File: config.mk
export PLATFORM = sky130hd
export DESIGN_NAME = plds_div_cell
export DESIGN_NICKNAME = d
export VERILOG_FILES = /design/src/design/plds_div_cell.sv
export SDC_FILE = /design/constraint.sdc
export NUM_CORES = 1
export LEC_CHECK = 0
export ABC_CLOCK_PERIOD_IN_PS = 2800
export BUFFER_PORTS_ARGS = -buffer_cell sky130_fd_sc_hd__buf_2
export CORE_MARGIN = 2
export CORE_UTILIZATION = 30
export CTS_CLUSTER_SIZE = 14
export DETAILED_ROUTE_END_ITERATION = 10
export HOLD_SLACK_MARGIN = 0.12
export PLACE_DENSITY_LB_ADDON = 0.3
export SLEW_MARGIN = 20
export SYNTH_ARGS = -nofsm -noshare
export SYNTH_HDL_FRONTEND = slang
export SYNTH_SLANG_ARGS = --single-unit
export TNS_END_PERCENT = 1
File: constraint.sdc
create_clock -name clk_i -period 2.8 [get_ports clk_i]
set_input_delay 0.7 -clock clk_i [delete_from_list [all_inputs] [get_ports clk_i]]
set_output_delay 0.7 -clock clk_i [all_outputs]
set_load 0.1 [all_outputs]
File: src/design/plds_div_cell.sv
// One cell of the restoring divider: one quotient bit per cell, MSB first.
// Depends on nothing outside itself.
`default_nettype none

module plds_div_cell #(
  parameter int unsigned NUM_W  = 29,
  parameter int unsigned DIV_W  = 11,
  parameter int unsigned SIDE_W = 1
) (
  input  wire logic              clk_i,
  input  wire logic              en_i,
  input  wire logic [NUM_W-1:0]  num_i,
  input  wire logic [DIV_W-1:0]  rem_i,
  input  wire logic [NUM_W-1:0]  quo_i,
  input  wire logic [DIV_W-1:0]  div_i,
  input  wire logic [SIDE_W-1:0] side_i,
  output logic      [NUM_W-1:0]  num_o,
  output logic      [DIV_W-1:0]  rem_o,
  output logic      [NUM_W-1:0]  quo_o,
  output logic      [DIV_W-1:0]  div_o,
  output logic      [SIDE_W-1:0] side_o
);

  logic [DIV_W:0]   trial;
  logic [DIV_W:0]   diff;
  logic             ge;
  logic [DIV_W-1:0] rem_d;

  assign trial = {rem_i, num_i[NUM_W-1]};
  assign diff  = trial - {1'b0, div_i};
  assign ge    = trial >= {1'b0, div_i};
  assign rem_d = ge ? diff[DIV_W-1:0] : trial[DIV_W-1:0];

  always_ff @(posedge clk_i) begin
    if (en_i) begin
      num_o  <= {num_i[NUM_W-2:0], 1'b0};
      rem_o  <= rem_d;
      quo_o  <= {quo_i[NUM_W-2:0], ge};
      div_o  <= div_i;
      side_o <= side_i;
    end
  end

endmodule

`default_nettype wire

; ---- Word-level counts from Yosys, hierarchy flattened
; Cells that the tools add are included.
[totals]
register_bits = 80
latch_bits = 0
mem_bits_rw = 0
romBits = 0
in_bits = 83
out_inout_bits = 81
wordCells = 8
memories = 0
[classes]
n_addsub = 1
multipliers = 0
n_div = 0
order_cmp = 1
n_eq_ne = 0
shifts = 0
muxes = 1
bitwise = 0
reduce_logical = 0
[op_table]
columns = op, n
row1 = $ge A12 B11 Y1, 1
row2 = $mux W11, 1
row3 = $sub A11 B11 Y11, 1

; ---- Longest topological paths before layout
; Gate-level depths: netlist of the first run.
[depth]
ltp_word = 2
depth_mapped = 10
depth_no_buf = 9

; ---- Worst setup path after synthesis of the first run
; Ideal clock, no wire load.
[synth_path]
kind = input to register
from = input num_i[28]
to = register rem_o[2] (data pin)
setup_ns = 0.254
t_arrival_ns = 2.317
required_time_ns = 2.546
slack_ns = 0.229
stages = 10
n_path_buf = 1
cell_sequence = inv_1 > ha_1 > fa_1 > and2b_1 > o21ai_2 > a311oi_2 > o2bb2ai_2 > buf_6 > nand2_1 > o21ai_2
[synth_between]
elab_chain_len = 2
elab_cells_between_ends = 3
classes_between = add/sub (1) / order compare (1) / mux (1)
[synth_rtl]
columns = element, line
row1 = "start, declared", 12  ; input wire logic [NUM_W-1:0] num_i,
row2 = $sub A11 B11 Y11 / $ge A12 B11 Y1 (equally long branches), "30, 31"
row3 = $mux W11 (*), 32  ; assign rem_d = ge ? diff[DIV_W-1:0] : trial[DIV_W-1:0];
row4 = named net rem_d[2], 27  ; logic [DIV_W-1:0] rem_d;
row5 = "end signal, assigned", 37  ; rem_o <= rem_d;
row6 = "end, declared", 18  ; output logic [DIV_W-1:0] rem_o,
; The timed path passes the listed nets; every way through them passes the cells marked *.
; A chain may end at the register's enable or synchronous reset.

; ---- Worst setup path after layout of the first run
[layout_path]
from = input num_i[28]
to = register rem_o[10] (data pin)
; Same word-level chain as after synthesis.

==> summary.md, run 1 <==
| Metric | Value |
|---|---|
| Run status | `finished, final reports clean` |
| DR iter-0 viols | `about 110` |
| Period utilisation layout | `~87%` |
| Slowest cell on crit path | `fa_1` |
| Net Count, Synth | `between 200 and 300` |
| Most frequent cells after synthesis | `edfxtp_1, nand2_1, inv_1` |
| Ys Warns | `0` |
| Final Util | `between 40% and 50%` |
| Slew Viols, Final | `0` |
| RSZ-0062 raised after global routing | `no` |
| Ports | `164` |
| Worst EP required | `just under 3000 ps` |
| Leading area contributor after synthesis | `edfxtp_1` |
| Fmax | `about 410 MHz` |
| # nets final | `around 470` |
| Top sig layer | `met4` |
| Synth top area cells | `edfxtp_1, ha_1, nand2_1` |
| Min-delay worst type | `primary input to flip-flop` |
| Final hold viol count | `0` |
| DR WL met3 | `~670 µm` |
| Min-delay src | `quo_i[17]` |
| Met2 WL | `3570 µm` |
| Share of layout cells above drive strength 1 | `approximately 53%` |
| Pin count of the biggest net entering global routing | `49` |
| H-tree levels | `3` |
| Die Footprint | `roughly 11000 µm²` |
| Pwr Density | `809 nW/µm²` |
| Number of I/O port buffers | `between 150 and 200` |
| CTS tree | `done` |
| Crit path launch type | `primary input` |
| Peak supply drop | `0.316 mV` |
| Via/cell ratio | `4.34` |
| Core Region | `about 10000 µm²` |
| Max Fanout on Critical Path | `2` |
| Top_reg_cell synth | `edfxtp_1` |
| FF+latch count, synth | `80` |
| Critical Path Max Stage Delay | `approximately 400 ps` |
| Overall global routing resource usage | `12.6%` |
| First-pass GRT wire length | `10600 µm` |
| DIE WIDTH | `about 110 µm` |
| Initial core utilization | `30.8%` |
| Fin crit period | `around 2400 ps` |
| Post-synth EDFFs | `80` |
| Final GP Congestion | `0.728` |
| Inserted Diodes | `0` |
| CP Class | `primary input to flip-flop` |
| Detailed-route via count | `approximately 2200` |
| Crit. Startpoint | `num_i[28]` |
| Initial antenna violation count | `0` |
| Antenna viol nets, final | `0` |
| Ys async rst share | `0%` |
| Final setup vio count | `0` |
| Chip Height | `~110 µm` |
| Synth cell types | `37` |
| DRC | `0` |
| Final HPWL DP | `5640 µm` |
| Clk root buf | `clkbuf_8` |
| Pleak | `~1.9 nW` |
| Number of cell rows | `37` |
| Avg Inst Size Synth | `between 15 and 20 µm²` |
| Routed WL per cell | `about 14 µm` |
| CTS-repair resized insts | `0` |
| Metal-1 WL | `~2800 µm` |
| CTS sink cnt | `80` |
| Critical path, cell by cell | `buf_2 -> inv_1 -> ha_1 -> fa_1 -> and2b_1 -> o21ai_2 -> a311oi_2 -> buf_4 -> nor2b_1 -> o211ai_1 -> nand4_1` |
| CTS max path bufs | `2` |
| # Post-CTS Setup Buffers | `0` |
| Register area share after synthesis | `around three quarters` |
| Final non-filler cell area | `between 4000 and 5000 µm²` |
| Count leader, synth | `edfxtp_1` |
| Area growth syn-to-layout | `39.3%` |
| Hold_buf cts | `0` |
| Max cap viols | `0` |
| Post-synthesis instance total | `about 190` |
| DRT Wirelength | `slightly above 7000 µm` |
| Reg clk slew, reported paths | `approximately 90 ps` |
| Vias in the first global route | `roughly 2100` |
| Grt ovf | `0` |
| Placed inst area | `roughly 4200 µm²` |
| TritonCTS Buffers | `9` |
| CP Capture Type | `flip-flop` |
| Worst EP arrival | `2530 ps` |
| Yosys top cell area share | `75.8%` |
| Drt first pass iters | `4` |
| Mapped Area | `approximately 3200 µm²` |
[cells in the final DEF (no fill, tap or decap), types with 2 or more instances in the layout]
cell type,n
buf_4,9
o21ai_0,3
clkbuf_8,9
o31ai_1,2
a21oi_1,6
xnor2_1,2
inv_6,2
xor2_1,4
buf_2,160
o21ai_1,2
nor2_1,5
o211ai_1,2
bufinv_16,2
edfxtp_1,80
ha_1,11
inv_1,16
nand2_1,19
o21ai_2,8
nor2b_1,2
a21o_1,2
nand2b_1,3
and3_1,2
nand4_1,3
[final cells by class]
class | instances | area (µm²)
multi-input combinational | 93 | 676
timing repair buffer | 170 | 888
inverter | 16 | 60.1
fill | 996 | 5860
clock inverter | 6 | 90.1
clock buffer | 10 | 128
sequential | 80 | 2400
tap | 136 | 170
[state kept, by name, summed over array words and instances (netlist names)]
name,count
div_o,11
quo_o,29
num_o,28
rem_o,11
side_o,1
[final timing paths]
kind   endpoint  depth (start not counted)
max   rem_o[10]                         11
min   quo_o[18]                          1
[worst max-delay path, delay by kind of cell]
family | cells | cell delay [ps]
compound gates | 3 | 540
fa+ha+maj | 2 | 610
buf+inv | 3 | 290
simple gates | 3 | 390
[kinds of logic after synthesis]
group	count (synthesis)	synth area share [%]
adder cells (fa/ha/maj)	12	4.98
XOR/XNOR	6	1.66
flip-flops	80	75.8
buffers and inverters	19	2.84
other	1	0.118
AND/OR/NAND/NOR	39	5.92
AO/OA/AOI/OAI	35	8.65
[per-stage QoR]
step	power [mW]	setup TNS [ps]	cells	worst slack, ps	hold slack (ps)
floorplan	2.45	0	192	229	799
global route	3.71	0	511	264	498
detailed placement	2.67	-61.8	495	-61.8	878
finish	3.57	0	511	367	519
CTS	3.61	0	511	354	499
global placement	2.66	-26.6	495	-26.6	877
[metal layers]
metal / up-vias / global-route usage (%)
met1: 1026 / 13.9
met3: 12 / 4.01
met4: 0 / 6.68
met2: 104 / 21.6
li1: 1074 / -
met5: - / 0
[report_power, final]
group          internal [mW]  switching (mW)
Clock                  0.508           0.429
Combinational          0.198           0.969
Sequential              1.44          0.0230
Total                   2.15            1.42
Power figures use the tool's default switching activity.
==> inputs of run 2 (changes only) <==
--- a/config.mk
+++ b/config.mk
@@ -8,7 +8,7 @@
 export ABC_CLOCK_PERIOD_IN_PS = 2800
 export BUFFER_PORTS_ARGS = -buffer_cell sky130_fd_sc_hd__buf_2
 export CORE_MARGIN = 2
-export CORE_UTILIZATION = 30
+export CORE_UTILIZATION = 45
 export CTS_CLUSTER_SIZE = 14
 export DETAILED_ROUTE_END_ITERATION = 10
 export HOLD_SLACK_MARGIN = 0.12
==> run 2 against run 1 <==
  * Flip-flop and latch count did not move
  * Global-route usage is 4.7 points higher
  * Core utilization rose by 21 points
  * Non-clock buffer count decreased by 1
  * Critical path depth unchanged
  * Clock-buffer cell count stayed put
  * Routed wire length down 6.2%
  * Worst setup slack worse by 50 ps
  * Total power down 2.9%
  * Sequential share of layout area grew 1.0 points
  * Clock power down 11%
  * Critical path type unchanged
  * Largest cell class unchanged
  * Highest routed layer unchanged
==> summary.md, run 2 (same netlist as run 1, synthesis figures left out) <==
| Metric | Value |
|---|---|
| CP bufs+invs | `3` |
| CTS tree | `done` |
| Chip Height | `just under 90 µm` |
| Fmax | `between 400 and 500 MHz` |
| Most frequent cells in the layout | `buf_2, edfxtp_1, nand2_1` |
| Final hold viol count | `0` |
| Critical path, cell by cell | `buf_2 -> inv_1 -> ha_1 -> fa_1 -> and2b_1 -> o21ai_2 -> a311oi_2 -> buf_4 -> nor2b_1 -> o211ai_1 -> nand4_1` |
| Min-delay src | `quo_i[2]` |
| Met2 Usage GRT | `between 30% and 40%` |
| Number of cell rows | `30` |
| H-tree levels | `3` |
| CTS-repair resized insts | `0` |
| DIE WIDTH | `87.9 µm` |
| Vias in the first global route | `~2200` |
| Fin crit period | `~2500 ps` |
| Die Footprint | `between 7000 and 8000 µm²` |
| Placed Instances | `between 400 and 500` |
| Initial core utilization | `a little under half` |
| Pleak | `~1.9 nW` |
| CP Capture Type | `flip-flop` |
| TritonCTS Buffers | `9` |
| RSZ-0062 raised after global routing | `no` |
| Pwr Density | `800 nW/µm²` |
| # Post-CTS Setup Buffers | `0` |
| Crit path launch type | `primary input` |
| Reg clk slew, reported paths | `roughly 90 ps` |
| Non-Filler Instances | `470` |
| Drt first pass iters | `4` |
| Number of I/O port buffers | `around 160` |
| Multi-input gate area | `676 µm²` |
| Critical Path Max Stage Delay | `about 390 ps` |
| Initial antenna violation count | `0` |
| Register area | `between 2000 and 2500 µm²` |
| Final Util | `between 60% and 70%` |
| Share of layout cells above drive strength 1 | `a little over half` |
| Clk root buf | `clkbuf_8` |
| Biggest regs | `quo_o x29, num_o x28` |
| Run status | `finished, final reports clean` |
| Max cap viols | `0` |
| Worst path top cell family by delay | `adder cells` |
| Area growth syn-to-layout | `36.8%` |
| Overall global routing resource usage | `17.3%` |
| First-pass GRT wire length | `between 9000 and 10000 µm` |
| Core Region | `just under 7000 µm²` |
| Slowest cell on crit path | `fa_1` |
| Pin count of the biggest net entering global routing | `38` |
| Commonest non-fill, non-tap cell in the layout | `buf_2` |
| CTS max path bufs | `2` |
| Inserted Diodes | `0` |
| Number of flip-flops in the largest register | `29` |
| Final setup vio count | `0` |
| Max Fanout on Critical Path | `2` |
| Final HPWL DP | `about 5300 µm` |
| Slew Viols, Final | `0` |
| WHS Path Cells | `1` |
| Routed WL per cell | `14.4 µm` |
| Number of fill cells in the layout | `approximately 540` |
| Worst EP arrival | `~2600 ps` |
| DR iter-0 viols | `42` |
| Hold endpoint | `quo_o[3]` |
| Min-delay worst type | `primary input to flip-flop` |
| DRC | `0` |
| Worst EP required | `between 2000 and 3000 ps` |
| Period utilisation layout | `between 80% and 90%` |
| Via/cell ratio | `between 4 and 5` |
| Antenna viol nets, final | `0` |
| Grt ovf | `0` |
| Met3 track utilization from global routing | `~5%` |
| Detailed-route via count | `2206` |
| Final GP Congestion | `between 0.8 and 0.9` |
| CP Class | `primary input to flip-flop` |
| Peak supply drop | `between 0.3 and 0.4 mV` |
| DRT Wirelength | `about 6800 µm` |
| Hold_buf cts | `0` |
| GRT busiest layer | `met2` |
| Reg with most FFs | `quo_o` |
| Met1 Track Usage GR | `between 10% and 20%` |
| CTS sink cnt | `80` |
| Ports | `164` |
| # nets final | `464` |
run 2: worst max path at each step:
stage,from,to,slack [ps],depth (start not counted)
final,num_i[28],rem_o[10],320,11
after global routing,num_i[28],rem_o[10],200,11
after CTS,num_i[28],rem_o[10],320,11
after detailed placement,num_i[28],rem_o[10],-50,11
after global placement,num_i[28],rem_o[10],-0.7,11
after floorplan,num_i[28],rem_o[2],230,10
run 2: power breakdown:
part | internal [mW] | switching [mW] | total [mW] | leakage [nW]
Combinational | 0.196 | 0.966 | 1.16 | 1.05
Sequential | 1.44 | 0.0234 | 1.47 | 0.783
Clock | 0.417 | 0.421 | 0.838 | 0.0933
run 2: layout make-up:
cell class	instances	share of cell area, %
Sequential cell	80	55.4
Timing Repair Buffer	169	20.3
Multi-Input combinational cell	93	15.6
Clock buffer	10	2.94
Tap cell	96	2.77
Clock inverter	6	1.56
Inverter	16	1.39
run 2: per-stage QoR:
stage	worst slack, ps	instance area (µm²)	setup TNS [ps]	total power [mW]	hold WS, ps
3_5_place_dp	-48.2	4140	-117	2.66	878
4_1_cts	323	4330	0	3.50	512
6_report	317	4330	0	3.47	528
2_1_floorplan	229	3170	0	2.45	799
3_3_place_gp	-0.718	4140	-0.718	2.65	877
5_1_grt	202	4330	0	3.59	509
run 2: per-layer routing:
metal,vias up,part of all wire [%]
li1,1077,-
met1,1021,38
met2,94,51
met3,14,8.2
met4,0,2.5
met5,-,0
==> inputs of run 3 (changes only) <==
--- a/config.mk
+++ b/config.mk
@@ -7,7 +7,7 @@
 export LEC_CHECK = 0
 export ABC_CLOCK_PERIOD_IN_PS = 2800
 export BUFFER_PORTS_ARGS = -buffer_cell sky130_fd_sc_hd__buf_2
-export CORE_MARGIN = 2
+export CORE_MARGIN = 4
 export CORE_UTILIZATION = 45
 export CTS_CLUSTER_SIZE = 14
 export DETAILED_ROUTE_END_ITERATION = 10
==> run 3 against run 2 <==
  * Via count rose by 0.59%
  * Highest routed layer unchanged
  * Combinational power barely moved
  * Clock power rose by 11%
  * Worst hold slack improved by 1.5 ps
  * Critical path type unchanged
  * Sequential power barely moved
  * Sequential share of layout area fell by 0.27 points
==> summary.md, run 3 (same netlist as run 1, synthesis figures left out) <==
| Metric | Value |
|---|---|
| Run status | `finished, final reports clean` |
| Crit. Startpoint | `num_i[28]` |
| Final setup margin | `~370 ps` |
| Number of fill cells in the layout | `about 560` |
| Reg clk slew, reported paths | `about 80 ps` |
| Chip Height | `91.9 µm` |
| Total negative slack | `0 ps` |
| Worst path top cell family by delay | `adder cells` |
| DIE WIDTH | `91.9 µm` |
| DR iter-0 viols | `approximately 70` |
| Final hold viol count | `0` |
| Dpl ws | `-6.01 ps` |
| Slowest cell on crit path | `fa_1` |
| Share of layout cells above drive strength 1 | `a little over half` |
| Detailed-route via count | `approximately 2200` |
| First-pass GRT wire length | `between 10000 and 15000 µm` |
| Min-delay worst type | `primary input to flip-flop` |
| Register area | `between 2000 and 2500 µm²` |
| CP Class | `primary input to flip-flop` |
| Non-Filler Instances | `around 470` |
| Fmax | `411 MHz` |
| Placed inst area | `4140 µm²` |
| Pwr Density | `between 800 and 900 nW/µm²` |
| Period utilisation layout | `86.8%` |
| CTS max path bufs | `2` |
| Overall global routing resource usage | `about 18%` |
| Ports | `164` |
| Most frequent cells in the layout | `buf_2, edfxtp_1, nand2_1` |
| Crit path launch type | `primary input` |
| RSZ-0062 raised after global routing | `no` |
| Max Fanout on Critical Path | `2` |
| H-tree levels | `3` |
| Critical path, cell by cell | `buf_2 -> inv_1 -> ha_1 -> fa_1 -> and2b_1 -> o21ai_2 -> a311oi_2 -> buf_4 -> nor2b_1 -> o211ai_1 -> nand4_1` |
| Clk root buf | `clkbuf_8` |
| Die Footprint | `8450 µm²` |
| Initial core utilization | `46.4%` |
| Placed Instances | `approximately 450` |
| Biggest regs | `quo_o x29, num_o x28` |
| Pin count of the biggest net entering global routing | `50` |
| Drt first pass iters | `4` |
| Slew Viols, Final | `0` |
| Number of I/O port buffers | `between 150 and 200` |
| Pleak | `~1.9 nW` |
| Via/cell ratio | `between 4 and 5` |
| Max cap viols | `0` |
| Antenna viol nets, final | `0` |
| CTS-repair resized insts | `0` |
| DRT Wirelength | `7340 µm` |
| Initial antenna violation count | `0` |
| Fin crit period | `2430 ps` |
| Final HPWL DP | `5640 µm` |
| Worst EP required | `between 2000 and 3000 ps` |
| Final GP Congestion | `roughly 0.75` |
| Inserted Diodes | `0` |
| Commonest non-fill, non-tap cell in the layout | `buf_2` |
| # nets final | `464` |
| Worst EP arrival | `approximately 2500 ps` |
| Worst Max-Slew Pin Slew | `between 600 and 700 ps` |
| Area growth syn-to-layout | `37.5%` |
| Worst slew margin | `59.0%` |
| CP bufs+invs | `3` |
| Peak supply drop | `roughly 0.32 mV` |
| # Post-CTS Setup Buffers | `0` |
| CTS sink cnt | `80` |
| TritonCTS Buffers | `9` |
| Reg with most FFs | `quo_o` |
| Routed WL per cell | `between 15 and 20 µm` |
| Grt ovf | `0` |
| Hold_buf cts | `0` |
| Vias in the first global route | `2164` |
| Number of cell rows | `30` |
| Number of flip-flops in the largest register | `29` |
| Final non-filler cell area | `roughly 4400 µm²` |
| Critical Path Max Stage Delay | `~380 ps` |
| CTS tree | `done` |
| WP depth | `11` |
| Setup crit end | `rem_o[10]` |
| DRC | `0` |
| Core Region | `between 6000 and 7000 µm²` |
| Multi-input gate area | `a little under 700 µm²` |
| CP Capture Type | `flip-flop` |
| Final setup vio count | `0` |
-- run 3: cell types whose count changed in the layout (fill, tap and decap cells not counted), sizes merged --
cell	previous run	this run
bufinv	1	2
clkinv	1	0
clkbuf	10	9
-- run 3: through the flow --
step / utilization [%] / total power [mW] / hold WS, ps
after global placement: 60.6 / 2.65 / 877
final: 63.8 / 3.56 / 529
after CTS: 63.8 / 3.59 / 511
after global routing: 63.8 / 3.69 / 501
after floorplan: - / 2.45 / 799
after detailed placement: 60.6 / 2.67 / 878
-- run 3: worst min path at each step --
stage | from | end | slack (ps) | depth (start not counted)
final | num_i[0] | num_o[1] | 530 | 1
after global routing | quo_i[10] | quo_o[11] | 500 | 1
after CTS | num_i[10] | num_o[11] | 510 | 1
after detailed placement | num_i[0] | num_o[1] | 880 | 1
after global placement | num_i[9] | num_o[10] | 880 | 1
after floorplan | div_i[0] | div_o[0] | 800 | 0
-- run 3: layer usage --
metal  GRT usage (%)  wire, µm
met4            7.18       146
met1            20.2      2820
met3            5.74       616
met5               0         0
met2            30.0      3760
-- run 3: final cells by class --
cell class	instances	share of cell area, %
clock buffers	9	2.84
clock inverters	6	2.13
inverters	16	1.38
multi-input cells	93	15.5
flip-flops and latches	80	55.2
well taps	96	2.76
repair buffers	169	20.2
-- run 3: power breakdown --
part           switching (mW)  internal [mW]  total (mW)
Clock                   0.424          0.503       0.927
Sequential             0.0225           1.44        1.47
Combinational           0.974          0.194        1.17
