--- config.mk ---
export PLATFORM = sky130hd
export DESIGN_NAME = plds_sqrt_cell
export DESIGN_NICKNAME = d
export VERILOG_FILES = /design/src/design/plds_pkg.sv /design/src/design/plds_sqrt_cell.sv
export SDC_FILE = /design/constraint.sdc
export NUM_CORES = 1
export LEC_CHECK = 0
export ABC_AREA = 0
export BUFFER_PORTS_ARGS = -buffer_cell sky130_fd_sc_hd__buf_2
export CAP_MARGIN = 30
export CORE_AREA = 2 2 137 139
export CTS_CLUSTER_SIZE = 28
export DETAILED_ROUTE_END_ITERATION = 10
export DIE_AREA = 0 0 139 141
export PLACE_DENSITY_LB_ADDON = 0.12
export SLEW_MARGIN = 20
export SYNTH_ARGS = -nofsm -noshare
export SYNTH_HDL_FRONTEND = slang
export SYNTH_SLANG_ARGS = --single-unit
--- constraint.sdc ---
create_clock -name clk_i -period 12.5 [get_ports clk_i]
set_input_delay 1.25 -clock clk_i [delete_from_list [all_inputs] [get_ports clk_i]]
set_output_delay 1.25 -clock clk_i [all_outputs]
set_load 0.02 [all_outputs]
--- src/design/plds_pkg.sv ---
// Package for the power-cosine lobe direction sampler.
// Holds default widths, fixed-point formats and elaboration-time constant functions.
// No dependencies.
`default_nettype none

package plds_pkg;

  // Default widths of the stream fields.
  localparam int unsigned SAMPLE_BITS_DEF   = 16;
  localparam int unsigned OUT_BITS_DEF      = 16;
  localparam int unsigned EXPONENT_BITS_DEF = 10;

  // Log of the elevation sample: U1.30 mantissa, 24 fraction bits.
  localparam int unsigned LOG_FRAC = 24;
  localparam int unsigned MANT_W   = 31;

  // Power stage: U1.32 value, one cell per fraction bit of the quotient.
  localparam int unsigned ROOT_W    = 33;
  localparam int unsigned FACTOR_W  = 32;
  localparam int unsigned POW_STEPS = LOG_FRAC;

  // Square root of a value below 2^61, one result bit per cell.
  localparam int unsigned SQRT_STEPS = 31;
  localparam int unsigned SQRT_W     = 62;

  // Angle in U1.30, Taylor sums with seven terms after the first.
  localparam int unsigned ANG_W     = 31;
  localparam int unsigned TAY_W     = 32;
  localparam int unsigned TAY_STEPS = 7;
  localparam logic [ANG_W-1:0] HALF_PI_Q30 = 31'd1686629713;
  localparam logic [ANG_W-1:0] ONE_Q30     = 31'h4000_0000;

  // Floor square root of a 64-bit value, elaboration use only.
  function automatic logic [63:0] isqrt64(input logic [63:0] x);
    logic [63:0] rest;
    logic [63:0] root;
    logic [63:0] bitv;
    rest = x;
    root = '0;
    bitv = 64'd1 << 62;
    for (int i = 0; i < 32; i++) begin
      if (rest >= root + bitv) begin
        rest = rest - (root + bitv);
        root = (root >> 1) + bitv;
      end else begin
        root = root >> 1;
      end
      bitv = bitv >> 2;
    end
    return root;
  endfunction

  // 2^(-2^-idx) in U0.32, each factor the floor root of the one before it.
  function automatic logic [FACTOR_W-1:0] pow_factor(input int unsigned idx);
    logic [63:0] c;
    c = isqrt64(64'd1 << 63);
    for (int unsigned j = 1; j < idx; j++) begin
      c = isqrt64(c << 32);
    end
    return c[FACTOR_W-1:0];
  endfunction

  // Divisor (n+1)(n+2) of a Taylor step; first is 1 for sine and 0 for cosine.
  function automatic int unsigned taylor_div(input int unsigned first, input int unsigned step);
    int unsigned n;
    n = first + 2 * step;
    return (n + 1) * (n + 2);
  endfunction

endpackage

`default_nettype wire

--- src/design/plds_sqrt_cell.sv ---
// One cell of the digit-by-digit square root: settles the result bit of weight 2^IDX.
// Depends on plds_pkg.
`default_nettype none

module plds_sqrt_cell #(
  parameter int unsigned IDX    = 0,
  parameter int unsigned SIDE_W = 1
) (
  input  wire logic                          clk_i,
  input  wire logic                          en_i,
  input  wire logic [plds_pkg::SQRT_W-1:0]   x_i,
  input  wire logic [plds_pkg::SQRT_W-1:0]   r_i,
  input  wire logic [SIDE_W-1:0]             side_i,
  output logic      [plds_pkg::SQRT_W-1:0]   x_o,
  output logic      [plds_pkg::SQRT_W-1:0]   r_o,
  output logic      [SIDE_W-1:0]             side_o
);

  localparam logic [plds_pkg::SQRT_W-1:0] BITV = plds_pkg::SQRT_W'(1) << (2 * IDX);

  logic [plds_pkg::SQRT_W-1:0] trial;
  logic                        ge;

  assign trial = r_i + BITV;
  assign ge    = x_i >= trial;

  always_ff @(posedge clk_i) begin
    if (en_i) begin
      x_o    <= ge ? x_i - trial : x_i;
      r_o    <= ge ? (r_i >> 1) + BITV : r_i >> 1;
      side_o <= side_i;
    end
  end

endmodule

`default_nettype wire

After elaboration in Yosys (flattened, before gate mapping)
Index checks and enable logic that the tools add are counted.
{"block": "word_totals", "regBits": 125, "inputBits": 127, "out_inout_bits": 125}
{"block": "classes", "addsub": 3, "order_cmp": 1, "mux": 2}
{"operator": "61-bit by 1-bit adder with 62-bit output (second input constant)", "count": 1}
{"operator": "62-bit by 1-bit adder with 62-bit output (second input constant)", "count": 1}
{"operator": "62-bit >= comparator", "count": 1}
{"operator": "62-bit two-way mux", "count": 1}
{"operator": "62-bit subtractor", "count": 1}
{"operator": "61-bit two-way mux", "count": 1}

Depth between registers and ports, before layout
Gate-level depths: netlist of run 1.
{"block": "depth", "ltp_word": 3, "depth_mapped": 23, "depth_no_buf": 19}

Least setup slack after synthesis of run 1
Ideal clock, no wire load.
{"block": "synth_timing", "path_type": "input -> register", "start": "input r_i[1] (netlist bit)", "end": "register r_o[44] (netlist bit) (data pin)", "setup_ps": 258, "t_arrival_ps": 5570, "slack_ps": 6672, "cell_stages": 21, "path_buffers": 2, "cell_sequence": "ha_1 > nand3_1 > nor2_2 > nand3_1 > nor4_2 > nand3_1 > nor4_2 > nand4_1 > xnor2_1 > ha_1 > a21o_1 > a21o_1 > a21o_1 > a21o_1 > a221o_1 > a221oi_4 > and2_4 > buf_6 > buf_6 > nor2_1 > xnor2_1"}
{"block": "synth_between", "elab_chain_len": 3}
{"item": "from (decl)", "line": "plds_sqrt_cell.sv:12", "rtl": "input wire logic [plds_pkg::SQRT_W-1:0] r_i,"}
{"item": "62-bit by 1-bit adder with 62-bit output", "line": "plds_sqrt_cell.sv:24", "rtl": "assign trial = r_i + BITV;"}
{"item": "62-bit >= comparator", "line": "plds_sqrt_cell.sv:25", "rtl": "assign ge = x_i >= trial;"}
{"item": "61-bit two-way mux *", "line": "plds_sqrt_cell.sv:30", "rtl": "r_o <= ge ? (r_i >> 1) + BITV : r_i >> 1;"}
{"item": "to (signal assigned)", "line": "plds_sqrt_cell.sv:30"}
{"item": "to (decl)", "line": "plds_sqrt_cell.sv:15", "rtl": "output logic [plds_pkg::SQRT_W-1:0] r_o,"}
Every way passes the cells marked *; elsewhere a longest branch is shown, timed or not.
A chain may end at the register's enable or synchronous reset.

Worst setup path in the final report of run 1
{"block": "layout_timing", "start": "input r_i[2] (netlist bit)", "end": "register r_o[54] (netlist bit) (data pin)"}
Same word-level chain as after synthesis.

==> results of run 1 <==
## final cells by class
class	instances	area, µm²
Sequential cell	125	3750
Inverter	31	116
Clock inverter	13	125
Timing Repair Buffer	259	1350
Fill cell	1565	5650
Clock buffer	19	433
Tap cell	234	293
Antenna cell	2	5.00
Multi-Input combinational cell	1023	6550
## registers in the layout (all words and copies together), names as in the netlist
signal,count
side_o,1
r_o,62
x_o,62
## worst max-delay path by stage
stage                       from      end  slack (ps)  cells after the start
after detailed placement  r_i[2]  r_o[29]        4690                     22
after CTS                 r_i[2]  r_o[29]        5040                     22
final                     r_i[2]  r_o[54]        5050                     23
after global placement    r_i[1]  r_o[39]        4760                     22
after floorplan           r_i[1]  r_o[44]        6670                     21
after global routing      r_i[2]  r_o[43]        4830                     23
## power by group through the flow
| stage | sequential, µW | clock, µW | combinational (µW) |
|---|---|---|---|
| finish | 535 | 491 | 474 |
| global placement | 542 | 0 | 454 |
| floorplan | 604 | 0 | 247 |
| CTS | 535 | 490 | 462 |
| detailed placement | 543 | 0 | 459 |
| global route | 538 | 508 | 509 |
## cell usage after synthesis, types with 3 or more instances
| cell type | n |
|---|---|
| sky130_fd_sc_hd__ha_1 | 64 |
| sky130_fd_sc_hd__buf_4 | 4 |
| sky130_fd_sc_hd__inv_1 | 31 |
| sky130_fd_sc_hd__xnor2_1 | 104 |
| sky130_fd_sc_hd__o21bai_1 | 16 |
| sky130_fd_sc_hd__nor4_1 | 11 |
| sky130_fd_sc_hd__nand3_1 | 54 |
| sky130_fd_sc_hd__o21a_1 | 3 |
| sky130_fd_sc_hd__o21ai_0 | 43 |
| sky130_fd_sc_hd__a21oi_1 | 139 |
| sky130_fd_sc_hd__a31oi_1 | 7 |
| sky130_fd_sc_hd__xor2_1 | 73 |
| sky130_fd_sc_hd__nand2b_1 | 6 |
| sky130_fd_sc_hd__buf_2 | 28 |
| sky130_fd_sc_hd__edfxtp_1 | 125 |
| sky130_fd_sc_hd__nor3_1 | 31 |
| sky130_fd_sc_hd__a211o_1 | 3 |
| sky130_fd_sc_hd__a21o_1 | 34 |
| sky130_fd_sc_hd__and3_1 | 23 |
| sky130_fd_sc_hd__a2111oi_0 | 3 |
| sky130_fd_sc_hd__or3_1 | 9 |
| sky130_fd_sc_hd__clkbuf_1 | 31 |
| sky130_fd_sc_hd__a211oi_1 | 5 |
| sky130_fd_sc_hd__and4_1 | 3 |
| sky130_fd_sc_hd__nand2_1 | 133 |
| sky130_fd_sc_hd__nor2_1 | 122 |
| sky130_fd_sc_hd__nand4b_1 | 4 |
| sky130_fd_sc_hd__nor2b_1 | 5 |
| sky130_fd_sc_hd__nor4_2 | 5 |
| sky130_fd_sc_hd__clkbuf_2 | 5 |
| sky130_fd_sc_hd__nand4_1 | 55 |
| sky130_fd_sc_hd__and2_1 | 12 |
| sky130_fd_sc_hd__o21ai_1 | 9 |
| sky130_fd_sc_hd__o211ai_1 | 5 |
## per-stage QoR
| stage | hold slack [ps] | std cells | utilization | power, µW |
|---|---|---|---|---|
| after global routing | 998 | 1705 | 0.691 | 1560 |
| after CTS | 990 | 1702 | 0.688 | 1490 |
| after detailed placement | 1430 | 1670 | 0.658 | 1000 |
| final | 992 | 1706 | 0.691 | 1500 |
| after global placement | 1430 | 1670 | 0.657 | 997 |
| after floorplan | 1350 | 1249 | - | 851 |
## cells in the final DEF (no fill, tap or decap), drive strengths merged, types with 3 or more instances in the layout
master and n:
nor2 124, a221oi 3, a211o 3, and3 23, edfxtp 125, a21oi 139
or2 3, buf 259, nand4 55, and2 15, clkbuf 19, inv 31
o21a 3, o21ai 52, xor2 73, or3 9, xnor2 105, nor4 16
clkinv 9, nand4b 4, o211ai 5, nor3 31, nand2 135, nand2b 6
a21o 34, nand3 54, a2111oi 3, a211oi 6, a31oi 7, and4 3
ha 64, nor2b 5, o21bai 16
## layer usage
metal	track usage	vias up	routed length [µm]
met1	0.472	5053	14100
met3	0.0730	152	3730
met5	0	-	12
met2	0.591	729	16900
li1	-	4948	-
met4	0.157	2	1770
## logic make-up (layout without fill, tap and decap cells)
logic type	Yosys count	count (layout)	share of synthesized area
buf+inv	101	322	0.0419
flops	125	125	0.349
fa+ha+maj	65	65	0.0764
xor+xnor	178	178	0.146
simple gates	490	490	0.223
compound gates	290	290	0.163
other cells	0	2	0
==> run_summary.xml, run 1 <==
<?xml version="1.0" encoding="UTF-8"?>
<metrics>
  <group name="synthesis">
    <metric name="ys_seq_elements" unit="">125</metric>
    <metric name="sequential_share_of_the_synthesized_area" unit="">0.349</metric>
    <metric name="postSynthNetCount" unit="">1441</metric>
    <metric name="asr_flop_ratio_synth" unit="">0</metric>
    <metric name="netlist.area_leader.share" unit="">0.349</metric>
    <metric name="post_synth.cell_area_avg" unit="µm²">8.60</metric>
    <metric name="synthesis.area" unit="µm²">10700</metric>
    <metric name="dominant_synthesized_flop_cell" unit="">sky130_fd_sc_hd__edfxtp_1</metric>
    <metric name="synthDominantAreaCellType" unit="">sky130_fd_sc_hd__edfxtp_1</metric>
    <metric name="yosysUniqueCellTypes" unit="">68</metric>
    <metric name="synth_cells" unit="">1249</metric>
    <metric name="synth_enable_flop_cells" unit="">125</metric>
    <metric name="largest_cells_by_area_after_synthesis" unit="">sky130_fd_sc_hd__edfxtp_1 (35%), sky130_fd_sc_hd__xnor2_1 (8.5%), sky130_fd_sc_hd__ha_1 (7.5%)</metric>
    <metric name="yosys_warnings" unit="">0</metric>
  </group>
  <group name="timing">
    <metric name="final_min_period_over_clock_period" unit="">0.596</metric>
    <metric name="setup_ws_final" unit="ps">5050</metric>
    <metric name="min_period" unit="ps">7450</metric>
    <metric name="hold_violations" unit="">0</metric>
    <metric name="finalMaxSlewViolations" unit="">0</metric>
    <metric name="max-slew-margin-rel" unit="">0.381</metric>
    <metric name="worst_pin_slew" unit="ps">926</metric>
    <metric name="count_of_final_setup_violators" unit="">0</metric>
    <metric name="rsz0062_at_grt" unit="">no</metric>
    <metric name="setup-tns-final" unit="ps">0</metric>
    <metric name="fmaxAchievable" unit="GHz">0.134</metric>
  </group>
  <group name="hold_path">
    <metric name="worstHoldEndpoint" unit="">side_o</metric>
    <metric name="timing.hold.worst.start" unit="">side_i</metric>
    <metric name="min-delay-path-class" unit="">in -&gt; reg</metric>
    <metric name="holdPathStages" unit="">1</metric>
  </group>
  <group name="die">
    <metric name="design.core.area" unit="µm²">18300</metric>
    <metric name="design.die.area" unit="µm²">19600</metric>
    <metric name="row_count" unit="">50</metric>
    <metric name="die_height" unit="µm">141</metric>
    <metric name="die_x" unit="µm">139</metric>
    <metric name="initial_utilization" unit="">0.588</metric>
    <metric name="num_io_pins" unit="">252</metric>
  </group>
  <group name="cells_and_area">
    <metric name="post-route-cell-area" unit="µm²">12600</metric>
    <metric name="design.final.nets" unit="">1649</metric>
    <metric name="area.growth.synth_to_final" unit="%">17.5</metric>
    <metric name="final_layout_size_suffix_gt1_frac" unit="">0.209</metric>
  </group>
  <group name="clock_network">
    <metric name="cts_made_buffers" unit="">17</metric>
    <metric name="clock_tree.buffer_depth" unit="">2</metric>
    <metric name="clock_tree.htree_level_count" unit="">4</metric>
    <metric name="number_of_clock_sinks_seen_by_cts" unit="">125</metric>
    <metric name="ctsRootBufferMaster" unit="">sky130_fd_sc_hd__clkbuf_16</metric>
    <metric name="ctsResizeCount" unit="">0</metric>
    <metric name="cts_setup_buffers" unit="">0</metric>
    <metric name="clk_transition_reported_paths" unit="ps">60</metric>
    <metric name="ctsHoldBuffers" unit="">0</metric>
    <metric name="tritoncts" unit="">done</metric>
  </group>
  <group name="place">
    <metric name="final_replace_weighted_congestion" unit="">1.05</metric>
    <metric name="port_buffers" unit="">251</metric>
    <metric name="pre_cts_ws" unit="ps">4690</metric>
    <metric name="dp_hpwl" unit="mm">28.0</metric>
    <metric name="dpl-instance-area" unit="µm²">12000</metric>
  </group>
  <group name="drt">
    <metric name="detailroute.via_count" unit="">10900</metric>
    <metric name="routed_wl" unit="mm">36.5</metric>
    <metric name="detail-route-antenna-nets" unit="">0</metric>
    <metric name="drt_first_pass_iters" unit="">6</metric>
    <metric name="remaining_drc_errors" unit="">0</metric>
    <metric name="route.detailed.vias_per_inst" unit="">6.38</metric>
    <metric name="wl_per_cell" unit="µm">21.4</metric>
    <metric name="drt_first_iter_violations" unit="">1358</metric>
  </group>
  <group name="global_route">
    <metric name="groute.usage.overall" unit="">0.362</metric>
    <metric name="grt_antenna_before_repair" unit="">3</metric>
    <metric name="pin_count_of_the_biggest_net_entering_global_routing" unit="">99</metric>
    <metric name="grt_first_pass_wirelength" unit="mm">55.2</metric>
    <metric name="grt_pass1_vias" unit="">10000</metric>
    <metric name="gr-total-overflow" unit="">0</metric>
  </group>
  <group name="power_and_ir_drop">
    <metric name="combPwrFrac" unit="">0.316</metric>
    <metric name="pwr_density_cell" unit="nW/µm²">119</metric>
    <metric name="switching_share" unit="">0.349</metric>
    <metric name="peakVddDrop" unit="V">0.0000987</metric>
    <metric name="power_report.internal_total" unit="µW">976</metric>
    <metric name="p_clk_frac" unit="">0.327</metric>
    <metric name="p_switching" unit="µW">524</metric>
    <metric name="seq_power_share" unit="">0.357</metric>
    <metric name="static-leakage-power" unit="µW">0.00511</metric>
  </group>
  <group name="worst_setup_path">
    <metric name="path_max_fanout" unit="">77</metric>
    <metric name="critical_path.slowest_cell" unit="">sky130_fd_sc_hd__nor4_2</metric>
    <metric name="critPathArrivalTime" unit="ps">7630</metric>
    <metric name="endpoint_kind" unit="">flip-flop</metric>
    <metric name="crit_buf_inv" unit="">4</metric>
    <metric name="crit_path_max_incr_delay" unit="ps">720</metric>
    <metric name="critical_path.top_delay_family" unit="">simple AND/OR/NAND/NOR gates</metric>
    <metric name="most_used_cell_cp" unit="">sky130_fd_sc_hd__nand3_1</metric>
    <metric name="required_time_reported_for_the_critical_path_endpoint" unit="ps">12680</metric>
    <metric name="critical_path_class" unit="">in -&gt; reg</metric>
    <metric name="timing.critical_path.cells" unit="">buf_2 &gt; ha_1 &gt; nand3_1 &gt; nor2_2 &gt; nand3_1 &gt; nor4_2 &gt; buf_4 &gt; nand3_1 &gt; nor4_2 &gt; nand2_1 &gt; xor2_1 &gt; ha_1 &gt; nand4_1 &gt; nor4b_2 &gt; a21oi_1 &gt; o21ai_0 &gt; a21bo_2 &gt; o2111ai_2 &gt; nand2_4 &gt; buf_4 &gt; buf_16 &gt; nand4_1 &gt; xnor2_1</metric>
    <metric name="cp_startpoint_kind" unit="">primary input</metric>
  </group>
  <group name="run_status">
    <metric name="status" unit="">finished, final reports clean</metric>
  </group>
  <group name="job">
    <metric name="max_cap_violations" unit="">0</metric>
  </group>
</metrics>
Power figures use the tool's default switching activity.
==> run 2, diff against run 1 <==
--- a/config.mk
+++ b/config.mk
@@ -8,10 +8,10 @@
 export ABC_AREA = 0
 export BUFFER_PORTS_ARGS = -buffer_cell sky130_fd_sc_hd__buf_2
 export CAP_MARGIN = 30
-export CORE_AREA = 2 2 137 139
+export CORE_AREA = 2 2 150 152
 export CTS_CLUSTER_SIZE = 28
 export DETAILED_ROUTE_END_ITERATION = 10
-export DIE_AREA = 0 0 139 141
+export DIE_AREA = 0 0 152 154
 export PLACE_DENSITY_LB_ADDON = 0.12
 export SLEW_MARGIN = 20
 export SYNTH_ARGS = -nofsm -noshare
==> constraint.sdc (replaced) <==
create_clock -name clk_i -period 6.5 [get_ports clk_i]
set_input_delay 0.65 -clock clk_i [delete_from_list [all_inputs] [get_ports clk_i]]
set_output_delay 0.65 -clock clk_i [all_outputs]
set_load 0.02 [all_outputs]
==> run_summary.xml, run 2 (same netlist as run 1, synthesis figures left out) <==
<?xml version="1.0" encoding="UTF-8"?>
<metrics>
  <group name="job">
    <metric name="max_cap_violations" unit="">0</metric>
  </group>
  <group name="clock_network">
    <metric name="clock_tree.htree_level_count" unit="">4</metric>
    <metric name="ctsHoldBuffers" unit="">0</metric>
    <metric name="cts_setup_buffers" unit="">0</metric>
    <metric name="cts_made_buffers" unit="">17</metric>
    <metric name="ctsResizeCount" unit="">0</metric>
    <metric name="number_of_clock_sinks_seen_by_cts" unit="">125</metric>
    <metric name="clock_tree.buffer_depth" unit="">2</metric>
    <metric name="ctsRootBufferMaster" unit="">sky130_fd_sc_hd__clkbuf_16</metric>
    <metric name="clk_transition_reported_paths" unit="ps">60</metric>
    <metric name="tritoncts" unit="">done</metric>
  </group>
  <group name="hold_path">
    <metric name="min-delay-path-class" unit="">in -&gt; reg</metric>
    <metric name="timing.hold.worst.start" unit="">side_i</metric>
  </group>
  <group name="timing">
    <metric name="hold_violations" unit="">0</metric>
    <metric name="max-slew-margin-rel" unit="">0.362</metric>
    <metric name="min_period" unit="ps">5610</metric>
    <metric name="setup-tns-final" unit="ps">0</metric>
    <metric name="worst_pin_slew" unit="ps">957</metric>
    <metric name="finalMaxSlewViolations" unit="">0</metric>
    <metric name="fmaxAchievable" unit="GHz">0.178</metric>
    <metric name="rsz0062_at_grt" unit="">no</metric>
    <metric name="final_min_period_over_clock_period" unit="">0.863</metric>
    <metric name="fin_worst_hold_slack" unit="ps">396</metric>
    <metric name="count_of_final_setup_violators" unit="">0</metric>
  </group>
  <group name="place">
    <metric name="final_replace_weighted_congestion" unit="">0.966</metric>
    <metric name="dpl-instance-area" unit="µm²">12300</metric>
    <metric name="count_of_placed_standard_cells_including_taps" unit="">1740</metric>
    <metric name="port_buffers" unit="">251</metric>
    <metric name="dp_hpwl" unit="mm">29.4</metric>
  </group>
  <group name="global_route">
    <metric name="grt_antenna_before_repair" unit="">1</metric>
    <metric name="groute.usage.overall" unit="">0.309</metric>
    <metric name="pin_count_of_the_biggest_net_entering_global_routing" unit="">80</metric>
    <metric name="gr-total-overflow" unit="">0</metric>
    <metric name="grt_pass1_vias" unit="">9878</metric>
    <metric name="grt_first_pass_wirelength" unit="mm">56.2</metric>
  </group>
  <group name="worst_setup_path">
    <metric name="crit_path_max_incr_delay" unit="ps">540</metric>
    <metric name="cp_startpoint_kind" unit="">primary input</metric>
    <metric name="endpoint_kind" unit="">flip-flop</metric>
    <metric name="path_max_fanout" unit="">17</metric>
    <metric name="critical_path_class" unit="">in -&gt; reg</metric>
    <metric name="crit_buf_inv" unit="">3</metric>
    <metric name="timing.critical_path.cells" unit="">buf_2 &gt; ha_1 &gt; nand3_1 &gt; nor2_2 &gt; buf_4 &gt; and3_1 &gt; nand2_2 &gt; or3_1 &gt; or3_1 &gt; nor2_1 &gt; xnor2_1 &gt; ha_1 &gt; a21oi_1 &gt; o21a_1 &gt; o21ai_1 &gt; a21o_1 &gt; a221o_1 &gt; a221oi_4 &gt; and2_4 &gt; buf_12 &gt; nor3_1 &gt; xor2_1</metric>
    <metric name="critPathArrivalTime" unit="ps">5780</metric>
    <metric name="setup.worst_path.start" unit="">r_i[2]</metric>
    <metric name="required_time_reported_for_the_critical_path_endpoint" unit="ps">6670</metric>
    <metric name="critical_path.slowest_cell" unit="">sky130_fd_sc_hd__or3_1</metric>
    <metric name="critical_path.top_delay_family" unit="">simple AND/OR/NAND/NOR gates</metric>
  </group>
  <group name="die">
    <metric name="initial_utilization" unit="">0.495</metric>
    <metric name="row_count" unit="">54</metric>
    <metric name="design.die.area" unit="µm²">23400</metric>
    <metric name="die_height" unit="µm">154</metric>
    <metric name="design.core.area" unit="µm²">21700</metric>
    <metric name="num_io_pins" unit="">252</metric>
    <metric name="die_x" unit="µm">152</metric>
  </group>
  <group name="cells_and_area">
    <metric name="layout.cells.most_common_list" unit="">sky130_fd_sc_hd__buf_2 (250), sky130_fd_sc_hd__a21oi_1 (139), sky130_fd_sc_hd__nand2_1 (133)</metric>
    <metric name="final_layout_size_suffix_gt1_frac" unit="">0.222</metric>
    <metric name="post-route-cell-area" unit="µm²">12800</metric>
    <metric name="layout.cells.most_common" unit="">sky130_fd_sc_hd__buf_2</metric>
    <metric name="reg.largest.list" unit="">r_o (62), x_o (62), side_o (1)</metric>
    <metric name="area.growth.synth_to_final" unit="%">19.3</metric>
    <metric name="design.final.nets" unit="">1671</metric>
    <metric name="post_layout_nonfiller_instances" unit="">1771</metric>
    <metric name="n_antenna_cell" unit="">0</metric>
  </group>
  <group name="power_and_ir_drop">
    <metric name="p_clk_frac" unit="">0.312</metric>
    <metric name="switching_share" unit="">0.360</metric>
    <metric name="pwr_density_cell" unit="nW/µm²">221</metric>
    <metric name="p_switching" unit="µW">1020</metric>
    <metric name="peakVddDrop" unit="V">0.000183</metric>
    <metric name="static-leakage-power" unit="µW">0.00522</metric>
    <metric name="combPwrFrac" unit="">0.325</metric>
    <metric name="seq_power_share" unit="">0.363</metric>
    <metric name="power_report.internal_total" unit="µW">1810</metric>
  </group>
  <group name="drt">
    <metric name="detail-route-antenna-nets" unit="">0</metric>
    <metric name="drt_first_iter_violations" unit="">971</metric>
    <metric name="remaining_drc_errors" unit="">0</metric>
    <metric name="detailroute.via_count" unit="">10400</metric>
    <metric name="route.detailed.vias_per_inst" unit="">5.90</metric>
    <metric name="wl_per_cell" unit="µm">21.0</metric>
    <metric name="routed_wl" unit="mm">37.1</metric>
    <metric name="drt_first_pass_iters" unit="">6</metric>
  </group>
  <group name="run_status">
    <metric name="status" unit="">finished, final reports clean</metric>
  </group>
</metrics>
==> run 2: cell types whose count changed in the layout (fill, tap and decap cells not counted) <==
cell and delta:
sky130_fd_sc_hd__bufinv_16 -2, sky130_fd_sc_hd__a2111oi_1 -1, sky130_fd_sc_hd__buf_12 +3, sky130_fd_sc_hd__buf_4 +20
sky130_fd_sc_hd__inv_6 +2, sky130_fd_sc_hd__clkinv_4 +3, sky130_fd_sc_hd__diode_2 -2, sky130_fd_sc_hd__buf_16 -1
sky130_fd_sc_hd__clkinvlp_4 -1, sky130_fd_sc_hd__clkinv_1 -1, sky130_fd_sc_hd__a2111oi_0 +1, sky130_fd_sc_hd__clkbuf_1 -2
==> run 2: area by class of cell <==
class | count | area [µm²]
Fill cell | 2023 | 8870
Multi-Input combinational cell | 1023 | 6540
Sequential cell | 125 | 3750
Timing Repair Buffer | 281 | 1530
Clock buffer | 17 | 425
Tap cell | 280 | 350
Inverter | 31 | 116
Clock inverter | 14 | 97.6
==> run 2: final timing paths <==
path,depth (start not counted),end
setup / recovery,22,r_o[13]
hold / removal,1,side_o
==> run 2: metal layers <==
layer	share of wire	global-route usage
met2	0.46	0.500
met3	0.079	0.0499
met1	0.43	0.425
met4	0.027	0.102
met5	0.00035	0
==> run 2: power by group through the flow <==
stage                     Sequential (µW)  Clock [µW]  Combinational [µW]
after floorplan                      1160           0                 476
final                                1030         884                 922
after detailed placement             1040           0                 908
after CTS                            1030         888                 915
after global placement               1040           0                 908
after global routing                 1040         918                 998
==> run 2: through the flow <==
stage	setup slack, ps	util	power (µW)
after CTS	965	0.591	2830
after detailed placement	549	0.567	1950
after global placement	682	0.567	1950
after floorplan	1270	-	1640
final	891	0.591	2830
after global routing	663	0.591	2950
==> run 3, diff against run 2 <==
==> constraint.sdc (replaced) <==
create_clock -name clk_i -period 4.7 [get_ports clk_i]
set_input_delay 0.47 -clock clk_i [delete_from_list [all_inputs] [get_ports clk_i]]
set_output_delay 0.47 -clock clk_i [all_outputs]
set_load 0.02 [all_outputs]
==> run_summary.xml, run 3 (same netlist as run 1, synthesis figures left out) <==
<?xml version="1.0" encoding="UTF-8"?>
<metrics>
  <group name="clock_network">
    <metric name="clk_transition_reported_paths" unit="ps">70</metric>
    <metric name="number_of_clock_sinks_seen_by_cts" unit="">125</metric>
    <metric name="tritoncts" unit="">done</metric>
    <metric name="clock_tree.buffer_depth" unit="">2</metric>
    <metric name="cts_made_buffers" unit="">17</metric>
    <metric name="ctsRootBufferMaster" unit="">sky130_fd_sc_hd__clkbuf_16</metric>
    <metric name="clock_tree.htree_level_count" unit="">4</metric>
  </group>
  <group name="die">
    <metric name="initial_utilization" unit="">0.495</metric>
    <metric name="row_count" unit="">54</metric>
    <metric name="design.die.area" unit="µm²">23400</metric>
    <metric name="design.core.area" unit="µm²">21700</metric>
    <metric name="die_height" unit="µm">154</metric>
    <metric name="die_x" unit="µm">152</metric>
    <metric name="num_io_pins" unit="">252</metric>
  </group>
  <group name="power_and_ir_drop">
    <metric name="p_switching" unit="µW">1610</metric>
    <metric name="static-leakage-power" unit="µW">0.00687</metric>
    <metric name="switching_share" unit="">0.368</metric>
    <metric name="p_clk_frac" unit="">0.307</metric>
    <metric name="seq_power_share" unit="">0.325</metric>
    <metric name="peakVddDrop" unit="V">0.000232</metric>
    <metric name="pwr_density_cell" unit="nW/µm²">279</metric>
    <metric name="combPwrFrac" unit="">0.368</metric>
    <metric name="power_report.internal_total" unit="µW">2770</metric>
  </group>
  <group name="cells_and_area">
    <metric name="layout.cells.most_common_list" unit="">sky130_fd_sc_hd__buf_4 (333), sky130_fd_sc_hd__buf_2 (248), sky130_fd_sc_hd__a21oi_1 (135)</metric>
    <metric name="layout.cells.most_common" unit="">sky130_fd_sc_hd__buf_4</metric>
    <metric name="reg.largest.list" unit="">r_o (62), x_o (62), side_o (1)</metric>
    <metric name="n_antenna_cell" unit="">0</metric>
    <metric name="design.final.nets" unit="">1986</metric>
    <metric name="post-route-cell-area" unit="µm²">15700</metric>
    <metric name="area.growth.synth_to_final" unit="%">45.9</metric>
    <metric name="multiInputGateArea" unit="µm²">6880</metric>
    <metric name="final_layout_size_suffix_gt1_frac" unit="">0.382</metric>
    <metric name="fill_cells" unit="">1713</metric>
    <metric name="sequential_cell_area" unit="µm²">3750</metric>
  </group>
  <group name="place">
    <metric name="dpl-instance-area" unit="µm²">14600</metric>
    <metric name="dp_hpwl" unit="mm">34.6</metric>
    <metric name="final_replace_weighted_congestion" unit="">1.00</metric>
    <metric name="pre_cts_ws" unit="ps">-514</metric>
    <metric name="port_buffers" unit="">251</metric>
  </group>
  <group name="worst_setup_path">
    <metric name="path_max_fanout" unit="">8</metric>
    <metric name="critPathArrivalTime" unit="ps">4780</metric>
    <metric name="critical_path_class" unit="">in -&gt; reg</metric>
    <metric name="required_time_reported_for_the_critical_path_endpoint" unit="ps">4860</metric>
    <metric name="endpoint_kind" unit="">flip-flop</metric>
    <metric name="cp_startpoint_kind" unit="">primary input</metric>
  </group>
  <group name="hold_path">
    <metric name="min-delay-path-class" unit="">in -&gt; reg</metric>
  </group>
  <group name="timing">
    <metric name="setup_ws_final" unit="ps">83.0</metric>
    <metric name="hold_violations" unit="">0</metric>
    <metric name="fmaxAchievable" unit="GHz">0.217</metric>
    <metric name="setup-tns-final" unit="ps">0</metric>
    <metric name="finalMaxSlewViolations" unit="">0</metric>
    <metric name="fin_worst_hold_slack" unit="ps">213</metric>
    <metric name="max-slew-margin-rel" unit="">0.490</metric>
    <metric name="worst_pin_slew" unit="ps">765</metric>
    <metric name="min_period" unit="ps">4620</metric>
    <metric name="count_of_final_setup_violators" unit="">0</metric>
    <metric name="final_min_period_over_clock_period" unit="">0.982</metric>
  </group>
  <group name="global_route">
    <metric name="grt_first_pass_wirelength" unit="mm">64.0</metric>
    <metric name="grt_antenna_before_repair" unit="">0</metric>
    <metric name="grt_pass1_vias" unit="">11600</metric>
    <metric name="groute.usage.overall" unit="">0.353</metric>
    <metric name="gr-total-overflow" unit="">0</metric>
    <metric name="pin_count_of_the_biggest_net_entering_global_routing" unit="">54</metric>
  </group>
  <group name="drt">
    <metric name="route.detailed.vias_per_inst" unit="">5.78</metric>
    <metric name="drt_first_iter_violations" unit="">982</metric>
    <metric name="wl_per_cell" unit="µm">21.1</metric>
    <metric name="routed_wl" unit="mm">44.0</metric>
    <metric name="detail-route-antenna-nets" unit="">0</metric>
    <metric name="drt_first_pass_iters" unit="">7</metric>
    <metric name="detailroute.via_count" unit="">12100</metric>
    <metric name="remaining_drc_errors" unit="">0</metric>
  </group>
  <group name="run_status">
    <metric name="status" unit="">finished, final reports clean</metric>
  </group>
  <group name="job">
    <metric name="max_cap_violations" unit="">0</metric>
  </group>
</metrics>
run 3: cell type report:
class,count,share of cell area
Sequential cell,125,0.240
Inverter,31,0.00743
Clock inverter,15,0.00926
Tap cell,280,0.0224
Timing Repair Buffer,594,0.255
Multi-Input combinational cell,1025,0.439
Clock buffer,17,0.0272
run 3: what timing repair did:
| item | 4_1_cts | 5_1_grt |
|---|---|---|
| buffers inserted | 2 | 7 |
| pin swaps | 12 | 32 |
| gates resized for setup | 11 | 44 |
| setup endpoints to repair | 20 | 124 |
| hold buffers | 0 | 0 |
| cloned | 0 | 6 |
run 3: layer usage:
| metal | global-route usage | vias up | part of all wire |
|---|---|---|---|
| li1 | - | 5640 | - |
| met1 | 0.463 | 5707 | 0.41 |
| met4 | 0.120 | 0 | 0.034 |
| met5 | 0 | - | 0 |
| met2 | 0.596 | 616 | 0.47 |
| met3 | 0.0567 | 106 | 0.077 |
run 3: power groups by stage:
| stage | logic [µW] | clock network [µW] | registers [µW] |
|---|---|---|---|
| CTS | 1520 | 1340 | 1420 |
| floorplan | 661 | 0 | 1610 |
| global placement | 1490 | 0 | 1450 |
| detailed placement | 1510 | 0 | 1450 |
| finish | 1610 | 1340 | 1420 |
| global route | 1720 | 1390 | 1430 |
run 3: worst max-delay path, stage by stage:
cell and delay (ps):
sky130_fd_sc_hd__clkbuf_4 150, sky130_fd_sc_hd__and3_4 190, sky130_fd_sc_hd__nand2_2 80, sky130_fd_sc_hd__or3_4 390
sky130_fd_sc_hd__or3_4 430, sky130_fd_sc_hd__or3_4 420, sky130_fd_sc_hd__buf_4 170, sky130_fd_sc_hd__xnor2_2 150
sky130_fd_sc_hd__ha_1 360, sky130_fd_sc_hd__and3_1 230, sky130_fd_sc_hd__nand4_1 240, sky130_fd_sc_hd__nor4_1 250
sky130_fd_sc_hd__and3_2 280, sky130_fd_sc_hd__a221oi_4 90, sky130_fd_sc_hd__and2_4 240, sky130_fd_sc_hd__buf_4 150
sky130_fd_sc_hd__nor3_1 370, sky130_fd_sc_hd__xor2_1 120
run 3: through the flow:
step                 util  std cells  power [µW]
floorplan               -       1249        2270
global placement    0.675       2039        2940
detailed placement  0.675       2039        2950
CTS                 0.704       2073        4290
global route        0.722       2087        4540
finish              0.722       2087        4380
run 3: path summary, 6_finish.rpt:
| kind | startpoint | end | slack (ps) | depth (start not counted) |
|---|---|---|---|---|
| setup / recovery | r_i[20] | r_o[52] | 80 | 18 |
| hold / removal | side_i | side_o | 210 | 1 |
